===== config.mk =====
export PLATFORM = sky130hd
export DESIGN_NAME = cartridge_bank_mapper_top_flat
export DESIGN_NICKNAME = d
export VERILOG_FILES = /design/src/cbm_pkg.sv /design/src/cbm_if.sv /design/src/cbm_regs.sv /design/src/cbm_decode.sv /design/src/cartridge_bank_mapper_top.sv /design/src/flat_wrapper.sv
export VERILOG_INCLUDE_DIRS = /design/src /design/src/src
export SDC_FILE = /design/constraint.sdc
export NUM_CORES = 1
export LEC_CHECK = 0
export BUFFER_PORTS_ARGS = -buffer_cell sky130_fd_sc_hd__buf_2
export CAP_MARGIN = 20
export CELL_PAD_IN_SITES_DETAIL_PLACEMENT = 0
export CELL_PAD_IN_SITES_GLOBAL_PLACEMENT = 1
export CORE_MARGIN = 3
export CORE_UTILIZATION = 41
export DETAILED_ROUTE_END_ITERATION = 6
export GPL_TIMING_DRIVEN = 0
export PLACE_DENSITY = 0.8
export SYNTH_ARGS = -nofsm -noshare
export SYNTH_HDL_FRONTEND = slang
export SYNTH_SLANG_ARGS = --single-unit

===== constraint.sdc =====
create_clock -name clk -period 1.9 [get_ports clk]
set_input_delay 0.095 -clock clk [delete_from_list [all_inputs] [get_ports clk]]
set_output_delay 0.095 -clock clk [all_outputs]
set_load 0.01 [all_outputs]

===== src/cartridge_bank_mapper_top_macros.svh =====
// assertion macros for the cartridge bank mapper
// used by cartridge_bank_mapper_top, no other dependencies
`ifndef CARTRIDGE_BANK_MAPPER_TOP_MACROS_SVH
`define CARTRIDGE_BANK_MAPPER_TOP_MACROS_SVH

`ifndef SYNTH
`define CBM_ASSERT(label, clk, rst_n, prop) \
	label: assert property (@(posedge clk) disable iff (!rst_n) (prop)) \
		else $error("cbm check failed");
`define CBM_ASSERT_NEXT(label, clk, rst_n, ante, cons) \
	label: assert property (@(posedge clk) disable iff (!rst_n) (ante) |=> (cons)) \
		else $error("cbm check failed");
`else
`define CBM_ASSERT(label, clk, rst_n, prop)
`define CBM_ASSERT_NEXT(label, clk, rst_n, ante, cons)
`endif

`endif


===== src/cbm_pkg.sv =====
// types and constants shared by the cartridge bank mapper
// no dependencies
`default_nettype none

package cbm_pkg;

	localparam int CFG_IDX_W  = 4;
	localparam int CFG_DATA_W = 9;
	localparam int MAP_ADDR_W = 22;

	typedef enum logic [2:0] {
		FN_PRG_RD = 3'd0,
		FN_PRG_WR = 3'd1,
		FN_CHR_RD = 3'd2,
		FN_CHR_WR = 3'd3,
		FN_NT     = 3'd4
	} func_t;

	typedef enum logic [2:0] {
		TGT_NONE    = 3'd0,
		TGT_PRG_RAM = 3'd1,
		TGT_PRG_ROM = 3'd2,
		TGT_CHR_ROM = 3'd3,
		TGT_CHR_RAM = 3'd4,
		TGT_NT_RAM  = 3'd5
	} tgt_t;

	typedef enum logic [1:0] {
		KIND_FIXED  = 2'd0,
		KIND_SERIAL = 2'd1,
		KIND_SWITCH = 2'd2,
		KIND_ALIAS  = 2'd3
	} kind_t;

	typedef enum logic [1:0] {
		MIR_SINGLE_LO = 2'd0,
		MIR_SINGLE_HI = 2'd1,
		MIR_VERT      = 2'd2,
		MIR_HORIZ     = 2'd3
	} mir_t;

	typedef enum logic [1:0] {
		PMODE_PAIR_A    = 2'd0,
		PMODE_PAIR_B    = 2'd1,
		PMODE_FIX_FIRST = 2'd2,
		PMODE_FIX_LAST  = 2'd3
	} pmode_t;

	typedef enum logic [1:0] {
		SEL_CTRL     = 2'd0,
		SEL_CHR_LOW  = 2'd1,
		SEL_CHR_HIGH = 2'd2,
		SEL_PRG      = 2'd3
	} sel_t;

	localparam logic [CFG_IDX_W-1:0] CFG_KIND       = 4'd0;
	localparam logic [CFG_IDX_W-1:0] CFG_BANK_COUNT = 4'd1;
	localparam logic [CFG_IDX_W-1:0] CFG_CHR_RAM    = 4'd2;
	localparam logic [CFG_IDX_W-1:0] CFG_HDR_MIR    = 4'd3;

	localparam logic [15:0] PRG_RAM_BASE = 16'h6000;
	localparam logic [15:0] PRG_ROM_BASE = 16'h8000;
	localparam logic [15:0] CHR_END      = 16'h2000;
	localparam logic [15:0] CHR_HALF     = 16'h1000;
	localparam logic [2:0]  SHIFT_LAST   = 3'd5;

	typedef struct packed {
		logic [1:0] kind;
		logic [8:0] bank_count;
		logic       chr_is_ram;
		logic       header_mirroring;
	} cfg_t;

	typedef struct packed {
		logic                  en;
		logic [CFG_IDX_W-1:0]  index;
		logic [CFG_DATA_W-1:0] data;
	} cfg_wr_t;

	typedef struct packed {
		logic [4:0] shift_value;
		logic [2:0] shift_writes;
		logic [1:0] mirroring_mode;
		logic [1:0] prg_mode;
		logic       chr_mode;
		logic [4:0] chr_bank_low;
		logic [4:0] chr_bank_high;
		logic       high_is_last;
	} map_st_t;

	typedef struct packed {
		logic [2:0]  func;
		logic [15:0] address;
		logic [7:0]  write_data;
	} access_t;

	typedef struct packed {
		tgt_t                  target;
		logic                  write_enable;
		logic [MAP_ADDR_W-1:0] mapped_address;
	} answer_t;

endpackage

`default_nettype wire


===== src/cbm_if.sv =====
// valid/ready channel interfaces of the cartridge bank mapper
// depends on cbm_pkg
`default_nettype none

interface cbm_access_if;
	logic        valid;
	logic        ready;
	logic [2:0]  func;
	logic [15:0] address;
	logic [7:0]  write_data;

	modport source (output valid, output func, output address, output write_data,
		input ready);
	modport sink (input valid, input func, input address, input write_data,
		output ready);
endinterface

interface cbm_answer_if;
	logic                           valid;
	logic                           ready;
	logic [2:0]                     target;
	logic                           write_enable;
	logic [cbm_pkg::MAP_ADDR_W-1:0] mapped_address;

	modport source (output valid, output target, output write_enable,
		output mapped_address, input ready);
	modport sink (input valid, input target, input write_enable,
		input mapped_address, output ready);
endinterface

interface cbm_cfg_if;
	logic                           valid;
	logic                           ready;
	logic [cbm_pkg::CFG_IDX_W-1:0]  index;
	logic [cbm_pkg::CFG_DATA_W-1:0] data;

	modport source (output valid, output index, output data, input ready);
	modport sink (input valid, input index, input data, output ready);
endinterface

`default_nettype wire


===== src/cbm_regs.sv =====
// configuration registers and bank/shift state of the mapper
// depends on cbm_pkg
`default_nettype none

module cbm_regs #(
	parameter int PRG_BANK_BITS = 8
) (
	input  wire                     clk,
	input  wire                     arst_n,
	input  cbm_pkg::cfg_wr_t        cfg_wr,
	input  wire                     load,
	input  cbm_pkg::map_st_t        st_d,
	input  wire [PRG_BANK_BITS-1:0] prg_low_d,
	input  wire [PRG_BANK_BITS-1:0] prg_high_d,
	output cbm_pkg::cfg_t           cfg,
	output cbm_pkg::map_st_t        st,
	output logic [PRG_BANK_BITS-1:0] prg_low,
	output logic [PRG_BANK_BITS-1:0] prg_high
);
	import cbm_pkg::*;

	cfg_t                     cfg_q;
	map_st_t                  st_q;
	logic [PRG_BANK_BITS-1:0] prg_low_q;
	logic [PRG_BANK_BITS-1:0] prg_high_q;

	always_ff @(posedge clk or negedge arst_n) begin
		if (!arst_n) begin
			cfg_q.kind             <= KIND_FIXED;
			cfg_q.bank_count       <= 9'd2;
			cfg_q.chr_is_ram       <= 1'b1;
			cfg_q.header_mirroring <= 1'b0;
		end else if (cfg_wr.en) begin
			unique case (cfg_wr.index)
				CFG_KIND:       cfg_q.kind <= cfg_wr.data[1:0];
				CFG_BANK_COUNT: cfg_q.bank_count <= cfg_wr.data[8:0];
				CFG_CHR_RAM:    cfg_q.chr_is_ram <= cfg_wr.data[0];
				CFG_HDR_MIR:    cfg_q.header_mirroring <= cfg_wr.data[0];
				default: begin
				end
			endcase
		end
	end

	always_ff @(posedge clk or negedge arst_n) begin
		if (!arst_n) begin
			st_q.shift_value    <= '0;
			st_q.shift_writes   <= '0;
			st_q.mirroring_mode <= MIR_SINGLE_LO;
			st_q.prg_mode       <= PMODE_FIX_LAST;
			st_q.chr_mode       <= 1'b0;
			st_q.chr_bank_low   <= '0;
			st_q.chr_bank_high  <= '0;
			st_q.high_is_last   <= 1'b1;
			prg_low_q  <= '0;
			prg_high_q <= '0;
		end else if (load) begin
			st_q       <= st_d;
			prg_low_q  <= prg_low_d;
			prg_high_q <= prg_high_d;
		end
	end

	assign cfg      = cfg_q;
	assign st       = st_q;
	assign prg_low  = prg_low_q;
	assign prg_high = prg_high_q;

endmodule

`default_nettype wire


===== src/cbm_decode.sv =====
// access decode: target, write enable, mapped address and next mapper state
// depends on cbm_pkg
`default_nettype none

module cbm_decode #(
	parameter int PRG_BANK_BITS = 8
) (
	input  cbm_pkg::access_t          acc,
	input  cbm_pkg::cfg_t             cfg,
	input  cbm_pkg::map_st_t          st,
	input  wire [PRG_BANK_BITS-1:0]   prg_low,
	input  wire [PRG_BANK_BITS-1:0]   prg_high,
	output cbm_pkg::answer_t          ans,
	output cbm_pkg::map_st_t          st_d,
	output logic [PRG_BANK_BITS-1:0]  prg_low_d,
	output logic [PRG_BANK_BITS-1:0]  prg_high_d
);
	import cbm_pkg::*;

	logic [PRG_BANK_BITS-1:0]  last_bank;
	logic [PRG_BANK_BITS-1:0]  bank;
	logic [PRG_BANK_BITS+13:0] prg_off;
	logic [17:0]               chr_off;
	logic [10:0]               nt_off;
	logic [1:0]                nt_mode;
	logic                      is_high;
	logic [2:0]                sw_inc;
	logic [4:0]                sv_new;

	assign last_bank = (cfg.bank_count == 9'd0) ? '0 : PRG_BANK_BITS'(cfg.bank_count - 9'd1);
	assign is_high   = acc.address[14];
	assign sw_inc    = 3'(st.shift_writes + 3'd1);
	assign sv_new    = {acc.write_data[0], st.shift_value[4:1]};

	// program bank seen at this address
	always_comb begin
		case (cfg.kind)
			KIND_SERIAL: bank = !is_high ? prg_low : (st.high_is_last ? last_bank : prg_high);
			KIND_SWITCH: bank = is_high ? last_bank : prg_low;
			default:     bank = (is_high && cfg.bank_count >= 9'd2) ? PRG_BANK_BITS'(1) : '0;
		endcase
	end

	assign prg_off = {bank, acc.address[13:0]};

	always_comb begin
		if (cfg.kind != KIND_SERIAL) begin
			chr_off = 18'(acc.address[12:0]);
		end else if (!st.chr_mode || acc.address < CHR_HALF) begin
			chr_off = 18'({st.chr_bank_low, 12'h000}) + 18'(acc.address[12:0]);
		end else begin
			chr_off = 18'({st.chr_bank_high, acc.address[11:0]});
		end
	end

	assign nt_mode = (cfg.kind == KIND_SERIAL) ? st.mirroring_mode
		: (cfg.header_mirroring ? MIR_VERT : MIR_HORIZ);

	always_comb begin
		unique case (nt_mode)
			MIR_SINGLE_LO: nt_off = {1'b0, acc.address[9:0]};
			MIR_SINGLE_HI: nt_off = {1'b1, acc.address[9:0]};
			MIR_VERT:      nt_off = acc.address[10:0];
			default:       nt_off = {acc.address[11], acc.address[9:0]};
		endcase
	end

	always_comb begin
		ans.target         = TGT_NONE;
		ans.write_enable   = 1'b0;
		ans.mapped_address = '0;
		st_d       = st;
		prg_low_d  = prg_low;
		prg_high_d = prg_high;

		unique case (acc.func) inside
			FN_PRG_RD, FN_PRG_WR: begin
				if (acc.address < PRG_RAM_BASE) begin
				end else if (acc.address < PRG_ROM_BASE) begin
					ans.target         = TGT_PRG_RAM;
					ans.write_enable   = (acc.func == FN_PRG_WR);
					ans.mapped_address = MAP_ADDR_W'(acc.address[12:0]);
				end else if (acc.func == FN_PRG_RD) begin
					ans.target         = TGT_PRG_ROM;
					ans.mapped_address = MAP_ADDR_W'(prg_off);
				end else if (cfg.kind == KIND_SWITCH) begin
					prg_low_d = PRG_BANK_BITS'(acc.write_data);
				end else if (cfg.kind == KIND_SERIAL) begin
					if (acc.write_data[7]) begin
						// serial reset beat
						st_d.shift_value  = '0;
						st_d.shift_writes = '0;
						st_d.prg_mode     = PMODE_FIX_LAST;
						st_d.high_is_last = 1'b1;
					end else if (sw_inc != SHIFT_LAST) begin
						st_d.shift_value  = sv_new;
						st_d.shift_writes = sw_inc;
					end else begin
						st_d.shift_value  = '0;
						st_d.shift_writes = '0;
						unique case (acc.address[14:13])
							SEL_CTRL: begin
								st_d.mirroring_mode = sv_new[1:0];
								st_d.prg_mode       = sv_new[3:2];
								st_d.chr_mode       = sv_new[4];
							end
							SEL_CHR_LOW: st_d.chr_bank_low = st.chr_mode ? sv_new
								: {sv_new[4:1], 1'b0};
							SEL_CHR_HIGH: st_d.chr_bank_high = sv_new;
							default: begin
								unique case (st.prg_mode)
									PMODE_FIX_FIRST: begin
										prg_low_d         = '0;
										prg_high_d        = PRG_BANK_BITS'(sv_new[3:0]);
										st_d.high_is_last = 1'b0;
									end
									PMODE_FIX_LAST: begin
										prg_low_d         = PRG_BANK_BITS'(sv_new[3:0]);
										st_d.high_is_last = 1'b1;
									end
									default: begin
										prg_low_d         = PRG_BANK_BITS'({sv_new[3:1], 1'b0});
										prg_high_d        = PRG_BANK_BITS'({sv_new[3:1], 1'b1});
										st_d.high_is_last = 1'b0;
									end
								endcase
							end
						endcase
					end
				end
			end
			FN_CHR_RD, FN_CHR_WR: begin
				if (acc.address < CHR_END && !(acc.func == FN_CHR_WR && !cfg.chr_is_ram)) begin
					ans.target         = cfg.chr_is_ram ? TGT_CHR_RAM : TGT_CHR_ROM;
					ans.write_enable   = (acc.func == FN_CHR_WR);
					ans.mapped_address = MAP_ADDR_W'(chr_off);
				end
			end
			FN_NT: begin
				ans.target         = TGT_NT_RAM;
				ans.mapped_address = MAP_ADDR_W'(nt_off);
			end
			default: begin
			end
		endcase
	end

endmodule

`default_nettype wire


===== src/cartridge_bank_mapper_top.sv =====
// accesses pass the input beat register, then decode into the answer register
// one access per cycle if answers flow; state written by one is seen by the next
// the answer register decouples the sides, so a new access enters while one waits
// reset (arst_n low): fixed-bank kind, two program banks, char RAM, horizontal
// mirroring; serial state cleared with the last program bank fixed high
`default_nettype none
`include "cartridge_bank_mapper_top_macros.svh"

module cartridge_bank_mapper_top #(
	parameter int PRG_BANK_BITS = 8
) (
	input wire            clk,
	input wire            arst_n,
	cbm_access_if.sink    access,
	cbm_answer_if.source  answer,
	cbm_cfg_if.sink       cfg
);
	import cbm_pkg::*;

	logic                     valid_s1;
	access_t                  acc_s1;
	logic                     out_valid_q;
	answer_t                  ans_q;
	logic                     adv;
	logic                     fire;
	answer_t                  ans_d;
	cfg_t                     cfg_cur;
	cfg_wr_t                  cfg_wr;
	map_st_t                  st;
	map_st_t                  st_d;
	logic [PRG_BANK_BITS-1:0] prg_low;
	logic [PRG_BANK_BITS-1:0] prg_high;
	logic [PRG_BANK_BITS-1:0] prg_low_d;
	logic [PRG_BANK_BITS-1:0] prg_high_d;

	assign adv  = !out_valid_q || answer.ready;
	assign fire = valid_s1 && adv;
	assign access.ready = !valid_s1 || adv;
	assign cfg.ready    = 1'b1;

	assign cfg_wr.en    = cfg.valid && cfg.ready;
	assign cfg_wr.index = cfg.index;
	assign cfg_wr.data  = cfg.data;

	// input beat register
	always_ff @(posedge clk or negedge arst_n) begin
		if (!arst_n) begin
			valid_s1 <= 1'b0;
		end else if (access.ready) begin
			valid_s1 <= access.valid;
		end
	end

	always_ff @(posedge clk) begin
		if (access.valid && access.ready) begin
			acc_s1.func       <= access.func;
			acc_s1.address    <= access.address;
			acc_s1.write_data <= access.write_data;
		end
	end

	cbm_regs #(.PRG_BANK_BITS(PRG_BANK_BITS)) u_regs (
		.clk        (clk),
		.arst_n     (arst_n),
		.cfg_wr     (cfg_wr),
		.load       (fire),
		.st_d       (st_d),
		.prg_low_d  (prg_low_d),
		.prg_high_d (prg_high_d),
		.cfg        (cfg_cur),
		.st         (st),
		.prg_low    (prg_low),
		.prg_high   (prg_high)
	);

	cbm_decode #(.PRG_BANK_BITS(PRG_BANK_BITS)) u_decode (
		.acc        (acc_s1),
		.cfg        (cfg_cur),
		.st         (st),
		.prg_low    (prg_low),
		.prg_high   (prg_high),
		.ans        (ans_d),
		.st_d       (st_d),
		.prg_low_d  (prg_low_d),
		.prg_high_d (prg_high_d)
	);

	// answer register
	always_ff @(posedge clk or negedge arst_n) begin
		if (!arst_n) begin
			out_valid_q <= 1'b0;
		end else if (adv) begin
			out_valid_q <= valid_s1;
		end
	end

	always_ff @(posedge clk) begin
		if (fire) begin
			ans_q <= ans_d;
		end
	end

	assign answer.valid          = out_valid_q;
	assign answer.target         = ans_q.target;
	assign answer.write_enable   = ans_q.write_enable;
	assign answer.mapped_address = ans_q.mapped_address;

	`CBM_ASSERT(a_shift_bound, clk, arst_n, st.shift_writes < SHIFT_LAST)
	`CBM_ASSERT(a_stall_blocks, clk, arst_n, (valid_s1 && out_valid_q && !answer.ready) |-> !access.ready)
	`CBM_ASSERT_NEXT(a_beat_lands, clk, arst_n, access.valid && access.ready, valid_s1)
	`CBM_ASSERT(a_none_is_zero, clk, arst_n, (out_valid_q && ans_q.target == TGT_NONE) |-> (ans_q.mapped_address == '0 && !ans_q.write_enable))
	`CBM_ASSERT(a_nt_range, clk, arst_n, (out_valid_q && ans_q.target == TGT_NT_RAM) |-> (!ans_q.write_enable && ans_q.mapped_address < MAP_ADDR_W'(12'h800)))

endmodule

`default_nettype wire


===== src/flat_wrapper.sv =====
// flat-port wrapper written by rule: the top's interface ports become plain ports
module cartridge_bank_mapper_top_flat import cbm_pkg::*;
#(
	parameter int PRG_BANK_BITS = 8
)
  (clk, arst_n, access_valid, access_func, access_address, access_write_data, access_ready, answer_valid, answer_target, answer_write_enable, answer_mapped_address, answer_ready, cfg_valid, cfg_index, cfg_data, cfg_ready);
  cbm_access_if access_i ();
  cbm_answer_if answer_i ();
  cbm_cfg_if cfg_i ();
  input wire clk;
  input wire arst_n;
  input wire logic [$bits(access_i.valid)-1:0] access_valid;
  input wire logic [$bits(access_i.func)-1:0] access_func;
  input wire logic [$bits(access_i.address)-1:0] access_address;
  input wire logic [$bits(access_i.write_data)-1:0] access_write_data;
  output wire logic [$bits(access_i.ready)-1:0] access_ready;
  output wire logic [$bits(answer_i.valid)-1:0] answer_valid;
  output wire logic [$bits(answer_i.target)-1:0] answer_target;
  output wire logic [$bits(answer_i.write_enable)-1:0] answer_write_enable;
  output wire logic [$bits(answer_i.mapped_address)-1:0] answer_mapped_address;
  input wire logic [$bits(answer_i.ready)-1:0] answer_ready;
  input wire logic [$bits(cfg_i.valid)-1:0] cfg_valid;
  input wire logic [$bits(cfg_i.index)-1:0] cfg_index;
  input wire logic [$bits(cfg_i.data)-1:0] cfg_data;
  output wire logic [$bits(cfg_i.ready)-1:0] cfg_ready;
  assign access_i.valid = access_valid;
  assign access_i.func = access_func;
  assign access_i.address = access_address;
  assign access_i.write_data = access_write_data;
  assign access_ready = access_i.ready;
  assign answer_valid = answer_i.valid;
  assign answer_target = answer_i.target;
  assign answer_write_enable = answer_i.write_enable;
  assign answer_mapped_address = answer_i.mapped_address;
  assign answer_i.ready = answer_ready;
  assign cfg_i.valid = cfg_valid;
  assign cfg_i.index = cfg_index;
  assign cfg_i.data = cfg_data;
  assign cfg_ready = cfg_i.ready;
  cartridge_bank_mapper_top #(.PRG_BANK_BITS(PRG_BANK_BITS)) u_core (.clk(clk), .arst_n(arst_n), .access(access_i), .answer(answer_i), .cfg(cfg_i));
endmodule

==> reports/summary.txt, run 1 <==
Setup tns final - -1.841 ns
Max-cap violation count - 0
Fraction of layout instances using a drive strength above 1 - 0.4155
Final Hold Vio Count - 0
Result of the run - complete, but fails checks
Top FF cell, synth - edfxtp_1
Final critical-path share of the clock period - 1.087
DP Cell Count - 577
Total global-route track usage - 0.1782
Total wire length after detailed routing - 11.72 mm
Layout overhead on the synthesized area - 38.49%
Top cell type by total area after synthesis - edfxtp_1
Residual overflow from global routing - 0
I/O pin count - 74
Slowest cell on the critical path - dfrtp_1
Layout net count - 564
Worst setup slack before clock tree synthesis - -0.3397 ns
Number of design-rule violations left by the first detailed-router iteration - 182
Drt wl/cell - 17.89 um
Yosys warns - 0
Total nets after synthesis - 417
Area of the core - 11,130 um^2
Final hold slack - 0.01157 ns
Critical path required time - 2.12 ns
Insertion delay to the later sink of the worst-skew pair - 0.33 ns
Type of element launching the critical path - flop
Final routed DRC violation total - 0
DIE AREA - 12,980 um^2
Final setup margin - -0.1650 ns
Hold Path Class - in2reg
TritonCTS clock tree - yes
Multi-input combinational cell area - 2113 um^2
Clock edge transition at the registers on the reported setup and hold paths - 0.07 ns
Final cell utilization of the core - 0.5945
Sequence of cells on the critical path - inv_1, ha_2, nor2b_4, nand4_4, buf_4, nor4_4, buf_4, mux2_4
Post-synthesis instance area - 4776 um^2
Start-to-end type of the worst setup path - reg2reg
Root buf cell - clkbuf_16
Number of nets with antenna violations after detailed routing - 0
Number of antenna violations at the first check in global routing - 0
Final setup violation count - 23
Violated checks - negative setup slack
Number of buffers inserted by port buffering - 72
Final GP Congestion - 0.8357
Std-Cell Rows - 38
Highest net fanout along the worst path - 4
Vias in the first global route - 3,629
Antenna diodes - 0
Reg-to-reg setup timing slack - -0.17 ns
Routed via count divided by cell count - 5.444
Height of the chip - 113.9 um
First-pass GRT wire length - 18.17 mm
H-tree Lvls - 3
Number of detailed-routing iterations run before antenna repair - 4
RSZ-0062 raised after global routing - true
Slew at the pin closest to its max-slew limit - 0.7566 ns
Post-synthesis async set-or-reset flop share - 0.4854
Num CTS Buffers - 9
Seq. cell area - 2849 um^2
Number of synthesized flops with an enable pin - 53
Starting utilization of the core area - 0.4293
Slew Limit Fails - 0
Number of buffers between clock root and the deepest sink - 2
Headroom to the max-slew limit - 0.4950
Number of distinct library cell variants in the gate-level netlist after synthesis - 66
Mean Syn Cell Area - 13.16 um^2
Half-perimeter wire length of the detailed placement result - 7.584 mm
Highest attainable clock frequency - 0.4843 GHz
Most common library cell in the layout ignoring fill and taps - buf_2
Number of vias in the routed layout - 3,566
Areal power density over the cells - 866.4 nW/um^2
Post-layout instance count excluding filler cells - 655
Endpoint kind of the worst setup timing path - flop
Gate count after technology mapping - 363
Crit path largest cell delay - 0.43 ns
Pin count of the biggest net entering global routing - 51
Largest cells by area after synthesis - edfxtp_1 (33%), dfrtp_1 (24%), mux2_2 (7.8%)
Sinks on Clock Net - 103
Register area share after synthesis - 0.5965
Top library cells by usage in the layout, fill and taps aside - buf_2 (73), edfxtp_1 (53), dfrtp_1 (45)
Worst path arrival time - 2.29 ns
Clock period minus worst slack - 2.065 ns
FF+latch count, synth - 103
Leak Pwr - 2.755 nW
Max Clock Skew - 0.007565 ns
Peak supply drop - 0.4388 mV
Die width - 113.9 um
Portion of synthesized cell area occupied by the leading cell type - 0.3332
Critical Path Most Common Cell - buf_4
Number of fill cells - 875
[cell usage after synthesis (5+ instances only)]
master    count
nor2_1       21
dfstp_2       5
dfrtp_1      45
nand2b_1      7
a32o_1        5
edfxtp_1     53
xnor2_1       5
o21ai_0      10
nor2b_1       6
clkbuf_1      7
nor3_1        6
and2_1       12
ha_1          9
nand3_1       6
a22o_1        7
mux2_2       33
inv_1        18
nand2_1      18
a21oi_1       7
[per-stage QoR]
stage | power, mW | area [um^2]
floorplan | 3.296 | 4783
global placement | 3.572 | 5319
detailed placement | 3.615 | 5361
CTS | 5.607 | 6264
global route | 6.001 | 6614
finish | 5.730 | 6614
[critical path, delay by kind of cell (launching register included)]
kind	cells	cell delay, ns
buffers and inverters	3	0.46
multiplexers	1	0.30
AND/OR/NAND/NOR	3	0.56
flip-flops	1	0.43
adder cells (fa/ha/maj)	1	0.19
[flip-flops by register name, summed over array words and instances, names as in the netlist]
signal	flops
u_core.u_regs.st	23
u_core.u_regs.cfg	13
u_core.u_regs.prg_high	4
u_core.answer.mapped_address	22
u_core.answer.valid	1
u_core.answer.target	3
u_core.acc_s1	27
u_core.u_regs.prg_low	8
u_core.answer.write_enable	1
u_core.valid_s1	1
[what timing repair did]
item / in CTS / in global routing
hold endpoints to repair: 34 / 12
hold buffers: 34 / 2
endpoints found under the setup margin: 51 / 49
resized for setup: 39 / 49
pin swaps: 10 / 15
setup buffers: 14 / 12
[cell families after synthesis]
family                     synth area share
buffers and inverters               0.02777
AOI/OAI and AO/OA                    0.1082
xor gates and xnor gates            0.01624
DFF                                  0.5965
other                             0.0007852
muxes                               0.08646
and+or+nand+nor                      0.1404
adders and majority gates           0.02358
[path summary, 6_finish.rpt]
kind,startpoint,to,cells past startpoint
hold / removal,cfg_data[1],u_core.u_regs.cfg[12]$_DFFE_PN0P_,2
min in group asynchronous,arst_n,u_core.u_regs.st[1]$_DFFE_PN0P_,2
hold reg to reg,u_core.u_regs.prg_low[6]$_DFFE_PN0P_,u_core.u_regs.prg_low[6]$_DFFE_PN0P_,1
max in group asynchronous,arst_n,u_core.u_regs.cfg[3]$_DFFE_PN1P_,3
setup reg to reg,u_core.u_regs.cfg[12]$_DFFE_PN0P_,u_core.u_regs.st[11]$_DFFE_PN0P_,8
setup / recovery,u_core.u_regs.cfg[12]$_DFFE_PN0P_,u_core.u_regs.st[11]$_DFFE_PN0P_,8
[report_power, final]
| group | internal (mW) | leakage, nW | switching (mW) |
|---|---|---|---|
| clock | 1.06 | 0.145 | 0.793 |
| combinational | 0.533 | 1.45 | 0.581 |
| sequential | 2.58 | 1.16 | 0.187 |
| total | 4.17 | 2.76 | 1.56 |
[cell type report]
cell class / count / area share
repair buffers: 137 / 0.1542
clock inverters: 6 / 0.01022
inverters: 18 / 0.01022
flip-flops and latches: 103 / 0.4308
clock buffers: 10 / 0.03613
well taps: 140 / 0.02649
multi-input cells: 229 / 0.3195
plain buffers: 12 / 0.01249
[layer usage]
layer,up-vias,global-route usage,part of all wire
li1,1650,-,-
met3,25,0.04138,0.055
met5,-,0,0
met4,0,0.07126,0.023
met1,1774,0.2299,0.44
met2,117,0.2912,0.48
Power figures use the tool's default switching activity.
==> run 2, diff against run 1 <==
- CORE_UTILIZATION: 41 -> 46
- PLACE_DENSITY: 0.8 -> 0.84
- SETUP_SLACK_MARGIN: unset -> 0.3
- clock period: 1.9 -> 2.19 ns (I/O delays scaled with it)
==> reports/summary.txt, run 2 (synthesis results as in run 1) <==
Pin count of the biggest net entering global routing - 51
Multi-input combinational cell area - 2037 um^2
Number of fill cells - 739
Number of vias in the routed layout - 3,488
Final GP Congestion - 0.8413
Hold Path Depth - 2
Total global-route track usage - 0.1962
Final setup margin - 0.2519 ns
Total power - 4.445 mW
Final setup violation count - 0
RSZ-0062 raised after global routing - true
Number of flip-flops in the largest register - 27
Number of design-rule violations left by the first detailed-router iteration - 138
Slew Limit Fails - 0
Number of antenna violations at the first check in global routing - 0
Highest attainable clock frequency - 0.5160 GHz
Hold Path Class - in2reg
Number of buffers inserted by port buffering - 72
Half-perimeter wire length of the detailed placement result - 7.480 mm
Layout overhead on the synthesized area - 34.63%
Sinks on Clock Net - 103
Combinational share of power - 0.218
Crit path largest cell delay - 0.39 ns
Max-cap violation count - 0
Launch point of the worst hold path - cfg_data[0]
Highest net fanout along the worst path - 4
Endpoint kind of the worst setup timing path - flop
Final Hold Vio Count - 0
Worst setup slack before clock tree synthesis - -0.03543 ns
Top library cells by usage in the layout, fill and taps aside - buf_2 (72), edfxtp_1 (53), dfrtp_1 (45)
Vias in the first global route - 3,504
Insertion delay to the later sink of the worst-skew pair - 0.37 ns
Clock edge transition at the registers on the reported setup and hold paths - 0.09 ns
Portion of total power attributed to sequential cells - 0.538
Number of nets with antenna violations after detailed routing - 0
Drt wl/cell - 16.93 um
Number of buffers between clock root and the deepest sink - 2
Height of the chip - 107.9 um
H-tree Lvls - 3
TritonCTS clock tree - yes
Reg-to-reg critical path startpoint - u_core.u_regs.cfg[11]$_DFFE_PN0P_
Area of the core - 9955 um^2
Final cell utilization of the core - 0.6459
Fraction of layout instances using a drive strength above 1 - 0.4073
Final routed DRC violation total - 0
End of the worst register-to-register path - u_core.u_regs.st[14]$_DFFE_PN0P_
Most common library cell in the layout ignoring fill and taps - buf_2
Num CTS Buffers - 9
Clock period minus worst slack - 1.938 ns
Critical path required time - 2.45 ns
Worst path arrival time - 2.20 ns
Final critical-path share of the clock period - 0.8850
Result of the run - complete, no violations
Number of detailed-routing iterations run before antenna repair - 4
Headroom to the max-slew limit - 0.6110
Layout net count - 567
Routed via count divided by cell count - 5.350
Leak Pwr - 2.690 nW
Clock network fraction of design power - 0.244
First-pass GRT wire length - 17.45 mm
Areal power density over the cells - 691.2 nW/um^2
Start-to-end type of the worst setup path - reg2reg
Std-Cell Rows - 36
DIE AREA - 11,640 um^2
Length in cells of the worst reg-to-reg path - 8
Internal Power - 3.186 mW
Peak supply drop - 0.3872 mV
Starting utilization of the core area - 0.4798
Root buf cell - clkbuf_8
Slew at the pin closest to its max-slew limit - 0.5829 ns
Min-Delay Endpoint - u_core.u_regs.cfg[0]$_DFFE_PN0P_
I/O pin count - 74
Slowest cell on the critical path - dfrtp_1
Register name with the most flops - u_core.acc_s1
Die width - 107.9 um
Type of element launching the critical path - flop
Max Clock Skew - 0.01272 ns
Total wire length after detailed routing - 11.04 mm
Switch Pwr - 1.258 mW
Reg-to-reg setup timing slack - 0.25 ns
Seq. cell area - 2849 um^2
Switching fraction of total power - 0.2831
Residual overflow from global routing - 0
Sequence of cells on the critical path - inv_1, ha_2, buf_8, nor2b_4, nand4_4, buf_6, nor4_4, mux2_2
run 2: cell count changes in the layout (fill, tap and decap cells not counted), sizes merged:
cell / change
clkbuf: +2
inv: -1
clkinv: +1
diode: +1
bufinv: -1
clkinvlp: -2
dlygate4sd3: +1
buf: +3
run 2: area by class of cell:
type | instances | share of cell area
Clock inverter | 3 | 0.002919
Tap cell | 133 | 0.02588
Clock buffer | 13 | 0.02471
Inverter | 18 | 0.01051
Timing Repair Buffer | 139 | 0.1578
Buffer | 13 | 0.01790
Sequential cell | 103 | 0.4431
Antenna cell | 1 | 0.0003892
Multi-Input combinational cell | 229 | 0.3168
run 2: worst max-delay path by stage:
stage                                                       to  slack (ns)  cells past startpoint                               from
detailed placement  u_core.answer.mapped_address[16]$_DFFE_PP_       -0.04                      5        u_core.acc_s1[21]$_DFFE_PP_
global route                  u_core.u_regs.st[11]$_DFFE_PN0P_        0.16                      8  u_core.u_regs.cfg[11]$_DFFE_PN0P_
global placement    u_core.answer.mapped_address[15]$_DFFE_PP_       -0.09                      5        u_core.acc_s1[21]$_DFFE_PP_
CTS                           u_core.u_regs.st[15]$_DFFE_PN0P_        0.24                      8  u_core.u_regs.cfg[11]$_DFFE_PN0P_
finish                        u_core.u_regs.st[14]$_DFFE_PN0P_        0.25                      8  u_core.u_regs.cfg[11]$_DFFE_PN0P_
floorplan                u_core.u_regs.prg_high[0]$_DFFE_PN0P_        0.31                      7  u_core.u_regs.cfg[11]$_DFFE_PN0P_
run 2: critical path: cells and delay by family, from the launching register on:
kind	cells	cell delay, ns
fa+ha+maj	1	0.19
buf+inv	3	0.35
flops	1	0.39
mux	1	0.37
simple gates	3	0.54
run 2: power groups by stage:
stage	Clock [mW]	Combinational (mW)	Sequential, mW
finish	1.09	0.969	2.39
floorplan	0	0.467	2.39
global placement	0	0.679	2.41
CTS	1.11	0.869	2.38
detailed placement	0	0.714	2.42
global route	1.19	1.06	2.41
run 2: through the flow:
step	hold WS (ns)	instances	area (um^2)	setup TNS, ns
after floorplan	-0.1861	363	4783	0
after global placement	0.2863	568	5310	-0.1630
after detailed placement	0.2876	570	5353	-0.1571
after CTS	0.02437	641	6202	0
after global routing	0.02011	651	6427	0
final	0.02957	652	6430	0
run 2: timing repair:
item	in CTS	in global routing
endpoints found under the setup margin	50	53
pin swaps	8	10
setup buffers	18	9
hold buffers	37	0
endpoints found under the hold margin	65	0
gates resized for setup	41	40
run 2: routing by layer:
metal / track usage / part of all wire / up-vias
li1: - / - / 1664
met1: 0.2594 / 0.45 / 1722
met2: 0.3210 / 0.49 / 87
met3: 0.04319 / 0.043 / 15
met4: 0.06583 / 0.018 / 0
met5: 0 / 0 / -
